$ cat config.mk
export PLATFORM = sky130hd
export DESIGN_NAME = flash_record_cluster_deframer
export DESIGN_NICKNAME = d
export VERILOG_FILES = /design/src/design/fcd_pkg.sv /design/src/design/fcd_ram.sv /design/src/design/fcd_front.sv /design/src/design/fcd_job_queue.sv /design/src/design/fcd_back.sv /design/src/design/flash_record_cluster_deframer.sv
export VERILOG_INCLUDE_DIRS = /design/src /design/src/design
export SDC_FILE = /design/constraint.sdc
export NUM_CORES = 2
export LEC_CHECK = 0
export BUFFER_PORTS_ARGS = -buffer_cell sky130_fd_sc_hd__buf_4
export CELL_PAD_IN_SITES_DETAIL_PLACEMENT = 0
export CELL_PAD_IN_SITES_GLOBAL_PLACEMENT = 1
export CORE_MARGIN = 4
export CORE_UTILIZATION = 55
export DETAILED_ROUTE_END_ITERATION = 12
export GPL_ROUTABILITY_DRIVEN = 0
export HOLD_SLACK_MARGIN = 0.15
export PLACE_DENSITY = 0.82
export SETUP_SLACK_MARGIN = 0.3
export SLEW_MARGIN = 20
export SYNTH_ARGS = -nofsm -noshare
export SYNTH_HDL_FRONTEND = slang
export SYNTH_HIERARCHICAL = 1
export SYNTH_SLANG_ARGS = --single-unit
$ cat constraint.sdc
create_clock -name clock -period 10.24 [get_ports clock]
set_clock_uncertainty 0.2 [all_clocks]
set_input_delay 0 -clock clock [delete_from_list [all_inputs] [get_ports clock]]
set_output_delay 0 -clock clock [all_outputs]
set_load 0.1 [all_outputs]
$ cat src/design/assert_macros.svh
// Assertion macros shared by the deframer modules.
// Both macros sample on the rising edge of clock and are off while reset is high.
`ifndef ASSERT_MACROS_SVH
`define ASSERT_MACROS_SVH

// The property must hold at every sampled edge.
`define ASSERT_ALWAYS(label, prop, msg) \
   label: assert property (@(posedge clock) disable iff (reset) (prop)) else $error(msg);

// The condition must never be true at a sampled edge.
`define ASSERT_NEVER(label, cond, msg) \
   `ASSERT_ALWAYS(label, !(cond), msg)

`endif

$ cat src/design/fcd_pkg.sv
package fcd_pkg;

   // Cluster buffer geometry.
   localparam int CLUSTER_MAX = 64;
   localparam int POS_W       = $clog2(CLUSTER_MAX);
   localparam int BANKS       = 2;
   localparam int ADDR_W      = POS_W + $clog2(BANKS);
   localparam int HDR_BYTES   = 4;

   // Cluster size register and its usable range.
   localparam int SIZE_W      = 7;
   localparam int SIZE_MIN    = 5;
   localparam int SIZE_HI     = (CLUSTER_MAX < 127) ? CLUSTER_MAX : 127;
   localparam int CMP_W       = SIZE_W + 1;
   localparam int LIMIT_W     = 16;

   // Each bank holds one cluster, so the job queue has one slot per bank.
   localparam int QUEUE_DEPTH = BANKS;
   localparam int QPTR_W      = $clog2(QUEUE_DEPTH);
   localparam int QCNT_W      = $clog2(QUEUE_DEPTH + 1);

   // Configuration port.
   localparam int CSR_IDX_W   = 1;
   localparam int CSR_DATA_W  = 16;
   localparam logic [CSR_IDX_W-1:0] CSR_CLUSTER_SIZE = 1'd0;
   localparam logic [CSR_IDX_W-1:0] CSR_RECORD_LIMIT = 1'd1;
   localparam logic [SIZE_W-1:0]    CLUSTER_SIZE_RESET = 7'd16;
   localparam logic [LIMIT_W-1:0]   RECORD_LIMIT_RESET = 16'd16;

   // Input actions.
   localparam logic ACT_BYTE = 1'b0;
   localparam logic ACT_EOS  = 1'b1;

   // Result kinds and status codes.
   localparam logic KIND_DATA   = 1'b0;
   localparam logic KIND_STATUS = 1'b1;
   localparam logic [1:0] ST_COMPLETE = 2'd0;
   localparam logic [1:0] ST_OVERFLOW = 2'd1;
   localparam logic [1:0] ST_EOS      = 2'd2;

   typedef struct packed {
      logic       action;
      logic [7:0] data_byte;
   } req_type;

   typedef struct packed {
      logic        kind;
      logic [7:0]  out_byte;
      logic [15:0] record_offset;
      logic [1:0]  status;
      logic [15:0] record_length;
      logic        last;
   } rsp_type;

   // Work handed from the front to the back for one checked cluster or end of stream.
   typedef struct packed {
      logic [$clog2(BANKS)-1:0] bank;
      logic [POS_W-1:0]         copy_cnt;
      logic [15:0]              base_offset;
      logic                     has_status;
      logic [1:0]               status;
      logic [15:0]              length;
   } job_type;

   // Write side of the cluster buffer.
   typedef struct packed {
      logic              we;
      logic [ADDR_W-1:0] addr;
      logic [7:0]        data;
   } ram_wr_type;

endpackage

$ cat src/design/fcd_ram.sv
module fcd_ram #(
   parameter int WIDTH = 8,
   parameter int DEPTH = 128
) (
   input  logic                     clock,
   input  logic                     we,
   input  logic [$clog2(DEPTH)-1:0] waddr,
   input  logic [WIDTH-1:0]         wdata,
   input  logic                     re,
   input  logic [$clog2(DEPTH)-1:0] raddr,
   output logic [WIDTH-1:0]         rdata
);

   logic [WIDTH-1:0] mem_ff [DEPTH];
   logic [WIDTH-1:0] rdata_ff;

   // One write port; the read data register holds until the next read.
   always_ff @(posedge clock) begin
      if (we) begin
         mem_ff[waddr] <= wdata;
      end
      if (re) begin
         rdata_ff <= mem_ff[raddr];
      end
   end

   assign rdata = rdata_ff;

endmodule

$ cat src/design/fcd_front.sv
module fcd_front (
   input  logic                            clock,
   input  logic                            reset,
   input  logic                            csr_valid,
   output logic                            csr_ready,
   input  logic [fcd_pkg::CSR_IDX_W-1:0]   csr_index,
   input  logic [fcd_pkg::CSR_DATA_W-1:0]  csr_wdata,
   input  logic                            accept,
   input  fcd_pkg::req_type                req_data,
   output logic                            job_push,
   output fcd_pkg::job_type                job,
   output fcd_pkg::ram_wr_type             ram_wr
);

   // Configuration registers.
   logic [fcd_pkg::SIZE_W-1:0]  cluster_size_ff, cluster_size_in;
   logic [fcd_pkg::LIMIT_W-1:0] record_limit_ff, record_limit_in;

   // Cluster reception and record tracking.
   logic [fcd_pkg::POS_W-1:0]          pos_ff, pos_in;
   logic [7:0]                         sum_ff, sum_in;
   logic [7:0]                         exp_index_ff, exp_index_in;
   logic [7:0]                         rec_clusters_ff, rec_clusters_in;
   logic                               in_record_ff, in_record_in;
   logic [15:0]                        gathered_ff, gathered_in;
   logic [$clog2(fcd_pkg::BANKS)-1:0]  bank_ff, bank_in;
   logic [7:0]                         hdr_index_ff, hdr_index_in;
   logic [7:0]                         hdr_count_ff, hdr_count_in;
   logic [7:0]                         hdr_used_ff, hdr_used_in;

   logic [fcd_pkg::SIZE_W-1:0] size_eff;
   logic [fcd_pkg::SIZE_W-1:0] dsize;
   logic [fcd_pkg::CMP_W-1:0]  pos_plus;
   logic [7:0]                 sum_new;
   logic                       cluster_end;
   logic                       used_ok;
   logic                       is_first;
   logic                       is_valid;
   logic                       is_nul;
   logic                       is_last;
   logic                       rec_eff;
   logic [15:0]                base_eff;
   logic [16:0]                room;
   logic                       fits;
   logic                       do_copy;
   logic                       do_over;
   logic                       emit_data;
   logic [15:0]                gathered_after;

   assign csr_ready = 1'b1;

   // Configuration writes.
   always_comb begin
      cluster_size_in = cluster_size_ff;
      record_limit_in = record_limit_ff;
      if (csr_valid) begin
         case (csr_index)
            fcd_pkg::CSR_CLUSTER_SIZE: cluster_size_in = csr_wdata[fcd_pkg::SIZE_W-1:0];
            fcd_pkg::CSR_RECORD_LIMIT: record_limit_in = csr_wdata[fcd_pkg::LIMIT_W-1:0];
            default: ;
         endcase
      end
   end

   // Cluster checks, evaluated on the last byte of a cluster.
   always_comb begin
      if (cluster_size_ff < fcd_pkg::SIZE_W'(fcd_pkg::SIZE_MIN)) begin
         size_eff = fcd_pkg::SIZE_W'(fcd_pkg::SIZE_MIN);
      end else if (cluster_size_ff > fcd_pkg::SIZE_W'(fcd_pkg::SIZE_HI)) begin
         size_eff = fcd_pkg::SIZE_W'(fcd_pkg::SIZE_HI);
      end else begin
         size_eff = cluster_size_ff;
      end
      dsize       = size_eff - fcd_pkg::SIZE_W'(fcd_pkg::HDR_BYTES);
      pos_plus    = fcd_pkg::CMP_W'(pos_ff) + fcd_pkg::CMP_W'(1);
      cluster_end = pos_plus >= fcd_pkg::CMP_W'(size_eff);
      sum_new     = sum_ff + req_data.data_byte;

      used_ok  = !hdr_used_ff[7] && (hdr_used_ff[6:0] <= dsize);
      is_first = (hdr_index_ff == 8'd1) && (hdr_count_ff != 8'd0) && !hdr_count_ff[7]
                 && used_ok;
      is_valid = (sum_new == 8'd0) &&
                 (is_first || ((hdr_index_ff == exp_index_ff) &&
                               (hdr_count_ff == rec_clusters_ff) && used_ok));
      is_nul   = (hdr_index_ff == 8'd0) && (hdr_count_ff == 8'd0);
      is_last  = is_valid && (hdr_index_ff == hdr_count_ff);

      // A first cluster opens a new record before the copy decision.
      rec_eff  = is_first || in_record_ff;
      base_eff = is_first ? 16'd0 : gathered_ff;

      // A gathered count above the limit leaves a negative room, which still counts as a fit.
      room    = {1'b0, record_limit_ff} - {1'b0, base_eff};
      fits    = room[16] || (room[15:0] >= {8'd0, hdr_used_ff});
      do_copy = is_valid && rec_eff && fits;
      do_over = is_valid && rec_eff && !fits;
      emit_data      = do_copy && (hdr_used_ff != 8'd0);
      gathered_after = base_eff + {8'd0, hdr_used_ff};
   end

   // Next state, buffer write and job generation.
   always_comb begin
      pos_in          = pos_ff;
      sum_in          = sum_ff;
      exp_index_in    = exp_index_ff;
      rec_clusters_in = rec_clusters_ff;
      in_record_in    = in_record_ff;
      gathered_in     = gathered_ff;
      bank_in         = bank_ff;
      hdr_index_in    = hdr_index_ff;
      hdr_count_in    = hdr_count_ff;
      hdr_used_in     = hdr_used_ff;

      ram_wr.we   = accept && (req_data.action == fcd_pkg::ACT_BYTE);
      ram_wr.addr = {bank_ff, pos_ff};
      ram_wr.data = req_data.data_byte;

      job_push         = 1'b0;
      job.bank         = bank_ff;
      job.copy_cnt     = '0;
      job.base_offset  = base_eff;
      job.has_status   = 1'b0;
      job.status       = fcd_pkg::ST_COMPLETE;
      job.length       = 16'd0;

      if (accept && (req_data.action == fcd_pkg::ACT_EOS)) begin
         // End of stream drops any partial cluster and ends the read.
         job_push        = 1'b1;
         job.has_status  = 1'b1;
         job.status      = fcd_pkg::ST_EOS;
         pos_in          = '0;
         sum_in          = 8'd0;
         exp_index_in    = 8'd0;
         rec_clusters_in = 8'd0;
         in_record_in    = 1'b0;
         gathered_in     = 16'd0;
      end else if (accept) begin
         // Header bytes are kept aside for the checks.
         if (pos_ff == fcd_pkg::POS_W'(0)) hdr_index_in = req_data.data_byte;
         if (pos_ff == fcd_pkg::POS_W'(1)) hdr_count_in = req_data.data_byte;
         if (pos_ff == fcd_pkg::POS_W'(2)) hdr_used_in  = req_data.data_byte;

         if (!cluster_end) begin
            pos_in = pos_ff + fcd_pkg::POS_W'(1);
            sum_in = sum_new;
         end else begin
            pos_in = '0;
            sum_in = 8'd0;

            if (is_first) begin
               exp_index_in    = 8'd1;
               rec_clusters_in = hdr_count_ff;
               in_record_in    = 1'b1;
               gathered_in     = 16'd0;
            end

            if (do_copy) begin
               gathered_in  = gathered_after;
               exp_index_in = (is_first ? 8'd1 : exp_index_ff) + 8'd1;
            end else if (!(is_valid && rec_eff) && !is_nul) begin
               in_record_in = 1'b0;
            end

            if (do_over || is_last) begin
               pos_in          = '0;
               sum_in          = 8'd0;
               exp_index_in    = 8'd0;
               rec_clusters_in = 8'd0;
               in_record_in    = 1'b0;
               gathered_in     = 16'd0;
            end

            job.copy_cnt   = do_copy ? hdr_used_ff[fcd_pkg::POS_W-1:0] : '0;
            job.has_status = do_over || is_last;
            job.status     = do_over ? fcd_pkg::ST_OVERFLOW : fcd_pkg::ST_COMPLETE;
            job.length     = do_over ? 16'd0 : (do_copy ? gathered_after : base_eff);
            job_push       = emit_data || do_over || is_last;

            // The bank flips only when the back will read this cluster's data.
            if (emit_data) begin
               bank_in = bank_ff + 1'b1;
            end
         end
      end
   end

   // Control registers.
   always_ff @(posedge clock) begin
      if (reset) begin
         cluster_size_ff <= fcd_pkg::CLUSTER_SIZE_RESET;
         record_limit_ff <= fcd_pkg::RECORD_LIMIT_RESET;
         pos_ff          <= '0;
         sum_ff          <= 8'd0;
         exp_index_ff    <= 8'd0;
         rec_clusters_ff <= 8'd0;
         in_record_ff    <= 1'b0;
         gathered_ff     <= 16'd0;
         bank_ff         <= '0;
      end else begin
         cluster_size_ff <= cluster_size_in;
         record_limit_ff <= record_limit_in;
         pos_ff          <= pos_in;
         sum_ff          <= sum_in;
         exp_index_ff    <= exp_index_in;
         rec_clusters_ff <= rec_clusters_in;
         in_record_ff    <= in_record_in;
         gathered_ff     <= gathered_in;
         bank_ff         <= bank_in;
      end
   end

   // Header capture.
   always_ff @(posedge clock) begin
      hdr_index_ff <= hdr_index_in;
      hdr_count_ff <= hdr_count_in;
      hdr_used_ff  <= hdr_used_in;
   end

endmodule

$ cat src/design/fcd_job_queue.sv
`include "assert_macros.svh"

module fcd_job_queue (
   input  logic             clock,
   input  logic             reset,
   input  logic             push,
   input  fcd_pkg::job_type push_job,
   output logic             full,
   input  logic             pop,
   output logic             head_valid,
   output fcd_pkg::job_type head_job
);

   fcd_pkg::job_type            slot_ff [fcd_pkg::QUEUE_DEPTH];
   logic [fcd_pkg::QPTR_W-1:0]  wr_ptr_ff, wr_ptr_in;
   logic [fcd_pkg::QPTR_W-1:0]  rd_ptr_ff, rd_ptr_in;
   logic [fcd_pkg::QCNT_W-1:0]  count_ff, count_in;

   assign full       = count_ff == fcd_pkg::QCNT_W'(fcd_pkg::QUEUE_DEPTH);
   assign head_valid = count_ff != '0;
   assign head_job   = slot_ff[rd_ptr_ff];

   // Pointer and occupancy update.
   always_comb begin
      wr_ptr_in = wr_ptr_ff;
      rd_ptr_in = rd_ptr_ff;
      count_in  = count_ff;
      if (push) begin
         wr_ptr_in = (wr_ptr_ff == fcd_pkg::QPTR_W'(fcd_pkg::QUEUE_DEPTH - 1)) ?
                     '0 : wr_ptr_ff + fcd_pkg::QPTR_W'(1);
      end
      if (pop) begin
         rd_ptr_in = (rd_ptr_ff == fcd_pkg::QPTR_W'(fcd_pkg::QUEUE_DEPTH - 1)) ?
                     '0 : rd_ptr_ff + fcd_pkg::QPTR_W'(1);
      end
      if (push && !pop) begin
         count_in = count_ff + fcd_pkg::QCNT_W'(1);
      end else if (pop && !push) begin
         count_in = count_ff - fcd_pkg::QCNT_W'(1);
      end
   end

   always_ff @(posedge clock) begin
      if (reset) begin
         wr_ptr_ff <= '0;
         rd_ptr_ff <= '0;
         count_ff  <= '0;
      end else begin
         wr_ptr_ff <= wr_ptr_in;
         rd_ptr_ff <= rd_ptr_in;
         count_ff  <= count_in;
      end
   end

   // Job storage.
   always_ff @(posedge clock) begin
      if (push) begin
         slot_ff[wr_ptr_ff] <= push_job;
      end
   end

   `ASSERT_NEVER(a_queue_overrun, push && full && !pop, "job pushed into a full queue")
   `ASSERT_NEVER(a_queue_underrun, pop && !head_valid, "job popped from an empty queue")

endmodule

$ cat src/design/fcd_back.sv
`include "assert_macros.svh"

module fcd_back (
   input  logic                         clock,
   input  logic                         reset,
   input  logic                         head_valid,
   input  fcd_pkg::job_type             head_job,
   output logic                         job_pop,
   output logic                         ram_re,
   output logic [fcd_pkg::ADDR_W-1:0]   ram_raddr,
   input  logic [7:0]                   ram_rdata,
   output logic                         empty,
   input  logic                         pop,
   output fcd_pkg::rsp_type             rsp_data
);

   logic                       out_valid_ff, out_valid_in;
   logic [fcd_pkg::POS_W-1:0]  idx_ff, idx_in;
   fcd_pkg::rsp_type           meta_ff, meta_in;

   logic                       advance;
   logic                       issue;
   logic                       is_data;
   logic                       data_last;
   logic [fcd_pkg::POS_W-1:0]  idx_next;

   // The output slot frees when it is empty or its beat is taken this cycle.
   always_comb begin
      advance   = !out_valid_ff || pop;
      issue     = advance && head_valid;
      is_data   = idx_ff < head_job.copy_cnt;
      idx_next  = idx_ff + fcd_pkg::POS_W'(1);
      data_last = (idx_next == head_job.copy_cnt) && !head_job.has_status;

      ram_re    = issue && is_data;
      ram_raddr = {head_job.bank, fcd_pkg::POS_W'(fcd_pkg::HDR_BYTES) + idx_ff};
      job_pop   = issue && (is_data ? data_last : 1'b1);

      idx_in = idx_ff;
      if (issue) begin
         idx_in = job_pop ? '0 : idx_next;
      end

      out_valid_in = out_valid_ff;
      if (issue) begin
         out_valid_in = 1'b1;
      end else if (pop) begin
         out_valid_in = 1'b0;
      end

      // Result fields other than the byte, which comes from the buffer read register.
      meta_in = meta_ff;
      if (issue) begin
         meta_in.out_byte = 8'd0;
         if (is_data) begin
            meta_in.kind          = fcd_pkg::KIND_DATA;
            meta_in.record_offset = head_job.base_offset + 16'(idx_ff);
            meta_in.status        = fcd_pkg::ST_COMPLETE;
            meta_in.record_length = 16'd0;
            meta_in.last          = data_last;
         end else begin
            meta_in.kind          = fcd_pkg::KIND_STATUS;
            meta_in.record_offset = 16'd0;
            meta_in.status        = head_job.status;
            meta_in.record_length = head_job.length;
            meta_in.last          = 1'b1;
         end
      end
   end

   always_ff @(posedge clock) begin
      if (reset) begin
         out_valid_ff <= 1'b0;
         idx_ff       <= '0;
      end else begin
         out_valid_ff <= out_valid_in;
         idx_ff       <= idx_in;
      end
   end

   always_ff @(posedge clock) begin
      meta_ff <= meta_in;
   end

   assign empty = !out_valid_ff;

   always_comb begin
      rsp_data          = meta_ff;
      rsp_data.out_byte = (meta_ff.kind == fcd_pkg::KIND_DATA) ? ram_rdata : 8'd0;
   end

   `ASSERT_ALWAYS(a_idx_in_job, head_valid |-> idx_ff <= head_job.copy_cnt, "beat index past job")
   `ASSERT_ALWAYS(a_idx_idle, !head_valid |-> idx_ff == '0, "beat index left over without a job")
   `ASSERT_ALWAYS(a_job_nonempty, head_valid |-> (head_job.copy_cnt != '0) || head_job.has_status,
                  "job without any result")
   `ASSERT_ALWAYS(a_status_last, out_valid_ff && (meta_ff.kind == fcd_pkg::KIND_STATUS) |->
                  meta_ff.last, "status beat not marked last")

endmodule

$ cat src/design/flash_record_cluster_deframer.sv
// Channel  Handshake              Payload
// req      push / full            req_data (action, data_byte)
// rsp      empty / pop            rsp_data (kind, out_byte, record_offset, status,
//                                           record_length, last)
// csr      csr_valid / csr_ready  csr_index, csr_wdata
//
// One byte is taken per cycle while the job queue has a free slot; the two-entry queue
// matches the two banks of the cluster buffer, so input stalls only when two jobs (checked
// clusters with results, or an end of stream) still wait for the result side. The back
// issues one beat per cycle unless its output stalls, from the single read port: a copied
// cluster with N used bytes gives N data beats plus one status beat when it ends the read.
// End of stream yields one status beat. Reset is synchronous and needs no clearing pass.
module flash_record_cluster_deframer (
   input  logic                           clock,
   input  logic                           reset,
   input  logic                           push,
   output logic                           full,
   input  fcd_pkg::req_type               req_data,
   output logic                           empty,
   input  logic                           pop,
   output fcd_pkg::rsp_type               rsp_data,
   input  logic                           csr_valid,
   output logic                           csr_ready,
   input  logic [fcd_pkg::CSR_IDX_W-1:0]  csr_index,
   input  logic [fcd_pkg::CSR_DATA_W-1:0] csr_wdata
);

   logic                          accept;
   logic                          job_push;
   fcd_pkg::job_type              push_job;
   logic                          job_pop;
   logic                          head_valid;
   fcd_pkg::job_type              head_job;
   fcd_pkg::ram_wr_type           ram_wr;
   logic                          ram_re;
   logic [fcd_pkg::ADDR_W-1:0]    ram_raddr;
   logic [7:0]                    ram_rdata;
   logic                          rsp_pop;

   assign accept  = push && !full;
   assign rsp_pop = pop && !empty;

   // Front: receives cluster bytes and checks each cluster.
   fcd_front u_front (
      .clock     (clock),
      .reset     (reset),
      .csr_valid (csr_valid),
      .csr_ready (csr_ready),
      .csr_index (csr_index),
      .csr_wdata (csr_wdata),
      .accept    (accept),
      .req_data  (req_data),
      .job_push  (job_push),
      .job       (push_job),
      .ram_wr    (ram_wr)
   );

   // Cluster buffer, one bank per cluster in flight.
   fcd_ram #(
      .WIDTH (8),
      .DEPTH (fcd_pkg::BANKS * fcd_pkg::CLUSTER_MAX)
   ) u_ram (
      .clock (clock),
      .we    (ram_wr.we),
      .waddr (ram_wr.addr),
      .wdata (ram_wr.data),
      .re    (ram_re),
      .raddr (ram_raddr),
      .rdata (ram_rdata)
   );

   // Jobs between the front and the back.
   fcd_job_queue u_queue (
      .clock      (clock),
      .reset      (reset),
      .push       (job_push),
      .push_job   (push_job),
      .full       (full),
      .pop        (job_pop),
      .head_valid (head_valid),
      .head_job   (head_job)
   );

   // Back: plays out data beats and status beats.
   fcd_back u_back (
      .clock      (clock),
      .reset      (reset),
      .head_valid (head_valid),
      .head_job   (head_job),
      .job_pop    (job_pop),
      .ram_re     (ram_re),
      .ram_raddr  (ram_raddr),
      .ram_rdata  (ram_rdata),
      .empty      (empty),
      .pop        (rsp_pop),
      .rsp_data   (rsp_data)
   );

endmodule
==> impl_metrics.csv <==
group,metric,value,unit
critical_path,reg2reg_slack,0.82,ns
timing,hold_viol,0,
yosys,synthesis.area,0.05263,mm²
clocking,cts.clk_slew.worst_paths,0.06,ns
yosys,synth_largest_area_cell,"edfxtp_1",
floorplan,coreArea,0.09501,mm²
min_path,holdCritPathClass,"input port to flip-flop",
finish,multi_input_area,0.01475,mm²
route,drtAntennaViolNets,0,
timing,post-route-min-period,9.423,ns
clocking,clock_latency,0.73,ns
timing,slew_headroom,0.1744,
yosys,yosys.area_share.simple,0.05575,
timing,rsz0062_at_grt,"true",
critical_path,max_stage_delay,0.73,ns
yosys,synth.yosys.seq_area_share,0.7025,
yosys,synth_fa_ha_area_frac,0.01954,
timing,tightest_slew,1.235,ns
power,total_power,11.66,mW
floorplan,start_util,0.5540,
finish,diodes,0,
route,routedWlPerCell,28.04,µm
placement,io_buffers,76,
grt,grt_pass1_vias,28674,
outcome,status,"finished clean",
grt,grt_use_total,0.2534,
power,vdd_drop_max,0.1244,mV
clocking,tritoncts,"done",
route,drt_iter0_markers,3415,
timing,setup_violations,0,
route,wl,125200,µm
yosys,ys_top_cells_by_area,"edfxtp_1 (67%), mux4_2 (14%), dfxtp_1 (3.2%)",
yosys,postSynth.asyncResetShare,0,
clocking,clockBufferDepth,3,
finish,post_route_cells_drive_above_1_share,0.2323,
finish,seq_area,0.03698,mm²
clocking,cts-buffers-inserted,132,
grt,grt_pass1_wl,188000,µm
yosys,synth_top_family_by_area,"multiplexers",
critical_path,worstPathRequired,10.44,ns
floorplan,dieArea,0.1007,mm²
yosys,synth_edf_count,1176,
yosys,synth_xor_area_frac,0.01265,
power,p_leak,19.23,nW
yosys,synthCells,2904,
grt,overflow,0,
grt,antenna_found_initial,2,
yosys,yosysWarnings,6,
route,drc,0,
yosys,synth.area.mux_share,0.1567,
critical_path,critPathLaunchType,"flip-flop",
finish,fin_util,0.6285,
yosys,yosysTopAreaCellShare,0.6710,
critical_path,critPathMaxFanout,26,
critical_path,slowest_stage,"nor2b_4",
floorplan,fp.dieW,317.3,µm
clocking,cts_setup_buffers,0,
yosys,synth_seq_cells,1259,
yosys,syn-num-nets,3014,
timing,finalCritPeriodShare,0.9202,
critical_path,cp_common_cell,"ha_1",
route,via_count,28549,
yosys,synth_cell_types,89,
clocking,cts_sinks,1259,
power,power.density,195.2,mW/mm²
yosys,synth-main-ff-cell,"edfxtp_1",
finish,area_delta_synth_final,13.46,%
timing,fin_worst_hold_slack,0.1600,ns
critical_path,arrival,9.62,ns
finish,fillers,6372,
route,via_per_inst,6.395,
timing,fin_setup_tns,0,ns
placement,hpwl,75380,µm
floorplan,fp-row-count,113,
clocking,cts_max_level,4,
timing,setup_ws,0.8169,ns
grt,grt_max_degree,135,
critical_path,cp-end-kind,"flip-flop",
route,drt_first_pass_iters,5,
placement,dpl_worst_slack,0.6295,ns
finish,nNetsFinal,3205,
floorplan,die_h,317.3,µm
timing,drv_slew,0,
yosys,synth.avg_cell_area,18.12,µm²
critical_path,path_class,"flip-flop to flip-flop",
flow_run,max_cap_violations,0,
timing,fmax,106.1,MHz
floorplan,pin_count,78,
clocking,cts_root_buf,"clkbuf_16",
yosys,synth_compound_area_frac,0.03383,
layout make-up:
class / count / share of cell area
clock buffers: 155 / 0.05800
clock inverters: 83 / 0.01412
flip-flops and latches: 1259 / 0.6193
well taps: 1265 / 0.02650
repair buffers: 204 / 0.03040
multi-input cells: 1425 / 0.2469
inverters: 73 / 0.004714
Yosys cell counts, drive strengths merged (33+ instances only):
cell,instances
nor3,33
mux4,336
o21ai,46
nor2,211
nand2,143
edfxtp,1176
buf,77
a21oi,82
clkbuf,70
mux2,54
inv,73
ha,75
xnor2,59
dfxtp,83
nand3,43
nor2b,34
state kept, by name, indices dropped and copies added, names as in the netlist, named ones only:
register,cells
u_back/idx_ff,6
u_front/pos_ff,6
u_front/hdr_index_ff,8
u_front/hdr_count_ff,8
u_back/out_valid_ff,1
u_front/rec_clusters_ff,8
u_front/gathered_ff,16
u_front/bank_ff,1
u_front/record_limit_ff,16
u_front/hdr_used_ff,8
u_ram/rdata,8
u_front/cluster_size_ff,7
u_ram/mem_ff,1024
u_front/sum_ff,8
u_queue/rd_ptr_ff,1
u_front/exp_index_ff,8
u_queue/count_ff,2
u_queue/wr_ptr_ff,1
u_back/rsp_data,36
u_queue/slot_ff,84
u_front/in_record_ff,1
worst paths after layout:
kind,start,to,cells after the start
max reg2reg,u_front/cluster_size_ff[5],u_queue/slot_ff[0][2],32
min reg2reg,u_front/gathered_ff[13],u_front/gathered_ff[13],2
min,req_data[4],u_front/hdr_count_ff[4],2
max,u_front/cluster_size_ff[5],u_queue/slot_ff[0][2],32
kinds of logic after synthesis:
group / count (synthesis)
AO/OA/AOI/OAI: 265
multiplexers: 397
flip-flops: 1259
other: 1
XOR/XNOR: 76
AND/OR/NAND/NOR: 606
buffers and inverters: 220
adder cells (fa/ha/maj): 80
metal layers:
metal  vias up  routed length (µm)  track usage
li1      12035                   -            -
met1     14842               49280       0.3581
met2      1449               61320       0.4084
met3       221               11170      0.04998
met4         2                3386      0.07331
met5         -                  12            0
per-stage QoR:
| stage | instances | cell area, µm² |
|---|---|---|
| 2_1_floorplan | 2904 | 52630 |
| 3_3_place_gp | 4132 | 54400 |
| 3_5_place_dp | 4132 | 54420 |
| 4_1_cts | 4464 | 59690 |
| 5_1_grt | 4464 | 59720 |
| 6_report | 4464 | 59720 |
power breakdown:
part,total [mW],switching [mW],internal [mW]
logic,1.19,0.721,0.474
clock network,4.73,2.00,2.73
registers,5.73,0.0446,5.68
total,11.7,2.77,8.89
cell usage in the layout (no fill, tap or decap), drive strengths merged, types with 34 or more instances in the layout:
cell / n
edfxtp: 1176
mux4: 336
nor2: 211
clkbuf: 155
nand2: 143
buf: 112
dlygate4sd3: 92
dfxtp: 83
a21oi: 82
inv: 79
ha: 75
clkinv: 60
xnor2: 59
mux2: 54
o21ai: 46
nand3: 43
nor2b: 34
worst max-delay path: cells and delay by family, from the launching register on:
family / cells / cell delay (ns)
AND/OR/NAND/NOR: 15 / 4.83
adder cells (fa/ha/maj): 5 / 1.45
AO/OA/AOI/OAI: 7 / 1.31
buffers and inverters: 4 / 0.79
flip-flops: 1 / 0.35
XOR/XNOR: 1 / 0.14
timing repair:
item	CTS	global route
endpoints found under the hold margin	733	0
hold buffers	94	0
resized for setup	0	1
endpoints found under the setup margin	0	61
(Power assumes the default switching activity.)
